<file path="config.mk">
export PLATFORM = sky130hd
export DESIGN_NAME = plist_cell
export DESIGN_NICKNAME = d
export VERILOG_FILES = /design/src/rtl/plist_pkg.sv /design/src/rtl/plist_cell.sv
export SDC_FILE = /design/constraint.sdc
export NUM_CORES = 1
export LEC_CHECK = 0
export ABC_CLOCK_PERIOD_IN_PS = 5200
export BUFFER_PORTS_ARGS = -buffer_cell sky130_fd_sc_hd__buf_2
export CAP_MARGIN = 40
export CORE_AREA = 2 2 85 87
export CTS_BUF_LIST = sky130_fd_sc_hd__clkbuf_16
export DETAILED_ROUTE_END_ITERATION = 12
export DIE_AREA = 0 0 87 89
export PLACE_DENSITY = 0.75
export SLEW_MARGIN = 0
export SYNTH_ARGS = -nofsm -noshare
export SYNTH_HDL_FRONTEND = slang
export SYNTH_SLANG_ARGS = --single-unit
</file>
<file path="constraint.sdc">
create_clock -name clk -period 5.2 [get_ports clk]
set_input_delay 1.04 -clock clk [delete_from_list [all_inputs] [get_ports clk]]
set_output_delay 1.04 -clock clk [all_outputs]
set_load 0.1 [all_outputs]
</file>
<file path="src/rtl/plist_pkg.sv">
// ---------------------------------------------------------------------------
// Positional list package
// Shared sizes, command and status codes, and the cell control word.
// ---------------------------------------------------------------------------
`timescale 1ns / 1ps
`default_nettype none

package plist_pkg;

  localparam int CAPACITY      = 64;
  localparam int ELEMENT_WIDTH = 32;

  // index of one cell, and a count that can hold CAPACITY itself
  localparam int IDX_W = (CAPACITY > 1) ? $clog2(CAPACITY) : 1;
  localparam int CNT_W = $clog2(CAPACITY + 1);
  // common width for comparing the 8-bit position against the count
  localparam int CMP_W = (CNT_W > 8) ? CNT_W : 8;
  // element width wide enough for both the 32-bit field and the store
  localparam int ELEM_XW = (ELEMENT_WIDTH > 32) ? ELEMENT_WIDTH : 32;

  // stream word layout
  localparam int IN_CMD_LSB   = 0;
  localparam int IN_POS_LSB   = 2;
  localparam int IN_ELEM_LSB  = 10;
  localparam int IN_TDATA_W   = 48;
  localparam int OUT_ST_LSB   = 0;
  localparam int OUT_ELEM_LSB = 2;
  localparam int OUT_CNT_LSB  = 34;
  localparam int OUT_EMP_BIT  = 41;
  localparam int OUT_TDATA_W  = 48;

  localparam logic [1:0] CMD_INSERT = 2'd0;
  localparam logic [1:0] CMD_REMOVE = 2'd1;
  localparam logic [1:0] CMD_READ   = 2'd2;

  localparam logic [1:0] ST_OK    = 2'd0;
  localparam logic [1:0] ST_EMPTY = 2'd1;
  localparam logic [1:0] ST_RANGE = 2'd2;
  localparam logic [1:0] ST_FULL  = 2'd3;

  typedef enum logic [1:0] {
    OP_HOLD = 2'd0,
    OP_INS  = 2'd1,
    OP_REM  = 2'd2
  } cell_op_t;

  typedef struct packed {
    cell_op_t                 op;
    logic [IDX_W-1:0]         at;
    logic [IDX_W-1:0]         rd_idx;
    logic [ELEMENT_WIDTH-1:0] elem;
  } cell_ctrl_t;

endpackage

`default_nettype wire

</file>
<file path="src/rtl/plist_cell.sv">
// ---------------------------------------------------------------------------
// Positional list cell
// Holds one entry; takes the left neighbour on insert, the right one on
// remove, and offers its entry on the read tap when addressed.
// ---------------------------------------------------------------------------
`timescale 1ns / 1ps
`default_nettype none

module plist_cell (
  input  wire logic                                  clk,
  input  wire plist_pkg::cell_ctrl_t                 ctrl,
  input  wire logic [plist_pkg::IDX_W-1:0]           idx,
  input  wire logic [plist_pkg::ELEMENT_WIDTH-1:0]   left_data,
  input  wire logic [plist_pkg::ELEMENT_WIDTH-1:0]   right_data,
  output logic      [plist_pkg::ELEMENT_WIDTH-1:0]   data,
  output logic      [plist_pkg::ELEMENT_WIDTH-1:0]   tap
);
  import plist_pkg::*;

  always_ff @(posedge clk) begin
    case (ctrl.op)
      OP_INS: begin
        if (idx == ctrl.at) begin
          data <= ctrl.elem;
        end else if (idx > ctrl.at) begin
          data <= left_data;
        end
      end
      OP_REM: begin
        if (idx >= ctrl.at) begin
          data <= right_data;
        end
      end
      default: ;
    endcase
  end

  assign tap = (idx == ctrl.rd_idx) ? data : '0;

endmodule

`default_nettype wire

</file>
==> impl_summary.log <==
[metrics] Routed WL: between 7000 and 8000 um
[metrics] H-tree lvl count: 2
[metrics] CTS tree: yes
[metrics] number of gates resized after cts: 0
[metrics] flip-flop count of the largest register after layout: 32
[metrics] crit path cell chain: buf_2, xnor2_1, nand4_1, buf_4, nor3_1, buf_2
[metrics] post-synthesis register bit count: 32
[metrics] data arrival time at the worst-slack endpoint: roughly 2.7 ns
[metrics] run status: finished, final reports clean
[metrics] Cell Rows: 30
[metrics] number of DRC violations after detailed-routing iteration 0: roughly 200
[metrics] TritonCTS Sinks: 32
[metrics] Root Driver: sky130_fd_sc_hd__clkbuf_16
[metrics] Critical path buffers and inverters: 3
[metrics] async set-reset flop share out of synthesis: 0%
[metrics] input/output buffers: 180
[metrics] registers with the highest flip-flop counts: data: 32 flops
[metrics] Comb power frac: ~42%
[metrics] hold buffers post-CTS: 0
[metrics] worst hold path type: in -> reg
[metrics] Setup Fix Bufs, Post-CTS: 0
[metrics] worst-case vdd ir drop: about 0.12 mV
[metrics] met3 global-route usage: under 10%
[metrics] GRT Max-Usage Layer: met2
[metrics] Max Fclk: between 200 and 300 MHz
[metrics] Yosys warning count: 0
[metrics] total power divided by cell area: around 330 nW/um^2
[metrics] number of nets in the layout: between 500 and 600
[metrics] largest net degree at the start of global routing: 42
[metrics] final weighted congestion in routability-driven placement: 0.907
[metrics] total design power: roughly 0.0012 W
[metrics] GRT Util Overall: roughly a fifth
[metrics] Pre-antenna DRT Iters: 6
[metrics] GR Util met2: about 34%
[metrics] fraction of met1 tracks used by global routing: 24.0%
[metrics] number of vias per cell: between 5 and 6
[metrics] internal power component: ~0.00065 W
[metrics] switching power as a share of total power: a little over two fifths
[metrics] largest fanout on the critical path: 25
[metrics] Max-slew headroom: between 50% and 60%
[metrics] critical path endpoint category: output pin
[metrics] vias in the first global route: between 2000 and 2500
[metrics] time the worst path needs with I/O delays and setup: between 3 and 4 ns
[metrics] gate family responsible for the most delay along the worst path: buffers and inverters
[metrics] Die Wd: just under 90 um
[metrics] count of max-cap constraint violations: 0
[metrics] Worst path most repeated cell: sky130_fd_sc_hd__buf_2
[metrics] floorplan core area: approximately 6700 um^2
[metrics] Setup TNS: 0 ns
[metrics] number of primary I/O pins: 181
[metrics] post-synthesis cell count: roughly 290
[metrics] standard cell with the maximum stage delay on the critical path: sky130_fd_sc_hd__buf_2
[metrics] start-to-end type of the worst setup path: in -> out
[metrics] count of distinct cell types in the synthesized netlist: 22
[metrics] ratio of final minimum period to clock period: roughly 70%
[metrics] most used flip-flop cell after synthesis: sky130_fd_sc_hd__edfxtp_1
[metrics] clock-pin slew on the worst setup and hold paths: approximately 0.05 ns
[metrics] number of antenna violations at the first check in global routing: 0
[metrics] required time at the worst-slack endpoint: 4.16 ns
[metrics] count of nets left with antenna violations after detail routing: 0
[metrics] die outline height: approximately 90 um
[metrics] final setup vio count: 0
[metrics] worst-margin pin slew: around 0.61 ns
[metrics] leakage component of the power: 1.66 nW
[metrics] leftover overflow at the end of global routing: 0
[metrics] Post-route DRC: 0
[metrics] first-pass GRT wire length: roughly 12000 um
[metrics] post-synthesis cell area: 2320 um^2
[metrics] final number of max-transition violations: 0
[metrics] post-detailed-placement half-perimeter wirelength: slightly above 6000 um
[metrics] Most flops, register: data
[metrics] switching power of the nets: roughly 0.0005 W
[metrics] starting density of the core: between 30% and 40%
[metrics] clock network fraction of total power: roughly 28%
[metrics] Mean Syn Cell Area: 8.07 um^2
[metrics] worst stage delay on the critical path: approximately 0.46 ns
[metrics] RSZ-0062 raised after global routing: no
[metrics] Synth Net Count: around 400
[metrics] proportion of layout cells with a drive suffix above 1: roughly 44%
[metrics] total via count after detailed routing: between 2000 and 3000
[metrics] endpoints failing hold: 0
[metrics] die area: between 7000 and 8000 um^2
[metrics] launching element type of the critical path: input pin
[metrics] WL/cell: 14.9 um
[metrics] sequential cell area fraction in the yosys report: 41.5%
[metrics] maximum buffer depth of the clock tree: 2
[metrics] number of antenna diodes: 0
[metrics] Area Overhead vs Synth: 49.3%
[metrics] total CTS buffers: 5
[metrics] EDFF count, synth: 32
[metrics] proportion of power drawn by flip-flops and latches: a little under a third
-- metal layers --
layer | vias to the layer above | routed length [um]
met3 | 10 | 530
met5 | - | 0
li1 | 1368 | -
met1 | 1264 | 3250
met4 | 0 | 131
met2 | 143 | 4030
-- cell usage after synthesis (2+ instances only) --
cell                       count  share of area [%]
sky130_fd_sc_hd__edfxtp_1     32                 41
sky130_fd_sc_hd__a31oi_1      33                8.9
sky130_fd_sc_hd__nor2_1       32                5.2
sky130_fd_sc_hd__o21ai_0      32                6.9
sky130_fd_sc_hd__buf_2        13                2.8
sky130_fd_sc_hd__nand2_1       3               0.49
sky130_fd_sc_hd__clkbuf_1     10                1.6
sky130_fd_sc_hd__buf_6         3                1.5
sky130_fd_sc_hd__nor3_1       32                6.9
sky130_fd_sc_hd__nand4_1      34                9.2
sky130_fd_sc_hd__ha_1          6                3.2
sky130_fd_sc_hd__a21oi_1       2               0.43
sky130_fd_sc_hd__buf_1         3               0.49
sky130_fd_sc_hd__inv_1        38                6.2
sky130_fd_sc_hd__xnor2_1       7                2.6
-- power by group through the flow --
| stage | combinational, W | sequential (W) | clock (W) |
|---|---|---|---|
| 2_1_floorplan | 0.000125 | 0.000602 | 0 |
| 3_3_place_gp | 0.000475 | 0.000352 | 0 |
| 3_5_place_dp | 0.000492 | 0.000352 | 0 |
| 4_1_cts | 0.000493 | 0.000348 | 0.000326 |
| 5_1_grt | 0.000515 | 0.000351 | 0.000340 |
| 6_report | 0.000491 | 0.000348 | 0.000319 |
-- stage by stage --
stage | worst slack, ns | cell area [um^2] | hold slack (ns) | util, % | cells
after global placement | 1.33 | 3220 | 1.39 | 47.9 | 522
after floorplan | 0.550 | 2320 | 1.29 | - | 287
final | 1.46 | 3460 | 1.12 | 51.5 | 533
after CTS | 1.46 | 3460 | 1.11 | 51.5 | 533
after detailed placement | 1.46 | 3290 | 1.39 | 49.0 | 525
after global routing | 1.34 | 3460 | 1.13 | 51.5 | 533
-- tightest hold or removal path, delay by kind of cell --
kind / cells / cell delay, ns
AND/OR/NAND/NOR: 1 / 0.04
AO/OA/AOI/OAI: 1 / 0.12
buffers and inverters: 1 / 0.08
-- layout make-up --
cell class                      count  area (um^2)
Timing Repair Buffer              189         1020
Inverter                           38          143
Clock buffer                        5          125
Tap cell                           80          100
Multi-Input combinational cell    186         1070
Fill cell                         631         3260
Clock inverter                      3         38.8
Sequential cell                    32          961
-- kinds of logic (layout without fill, tap and decap cells) --
group | after synthesis | in the layout | synth area share [%]
adders and majority gates | 6 | 6 | 3.24
xor gates and xnor gates | 7 | 7 | 2.65
AOI/OAI and AO/OA | 69 | 69 | 16.9
buffers and inverters | 69 | 235 | 13.1
DFF | 32 | 32 | 41.5
and+or+nand+nor | 104 | 104 | 22.7
-- cell usage in the layout, fill, tap and decap left out, drive strengths merged, types with 6 or more instances in the layout --
cell type,instances
o21ai,33
nand4,34
xnor2,7
inv,39
buf,189
nor2,32
nor3,32
ha,6
a31oi,33
edfxtp,32
-- worst paths after layout --
path           start            endpoint  slack, ns  cells past startpoint
max         ctrl[36]             tap[16]       1.46                      6
min   right_data[28]  data[28]$_DFFE_PP_       1.12                      3
Power figures use the tool's default switching activity.
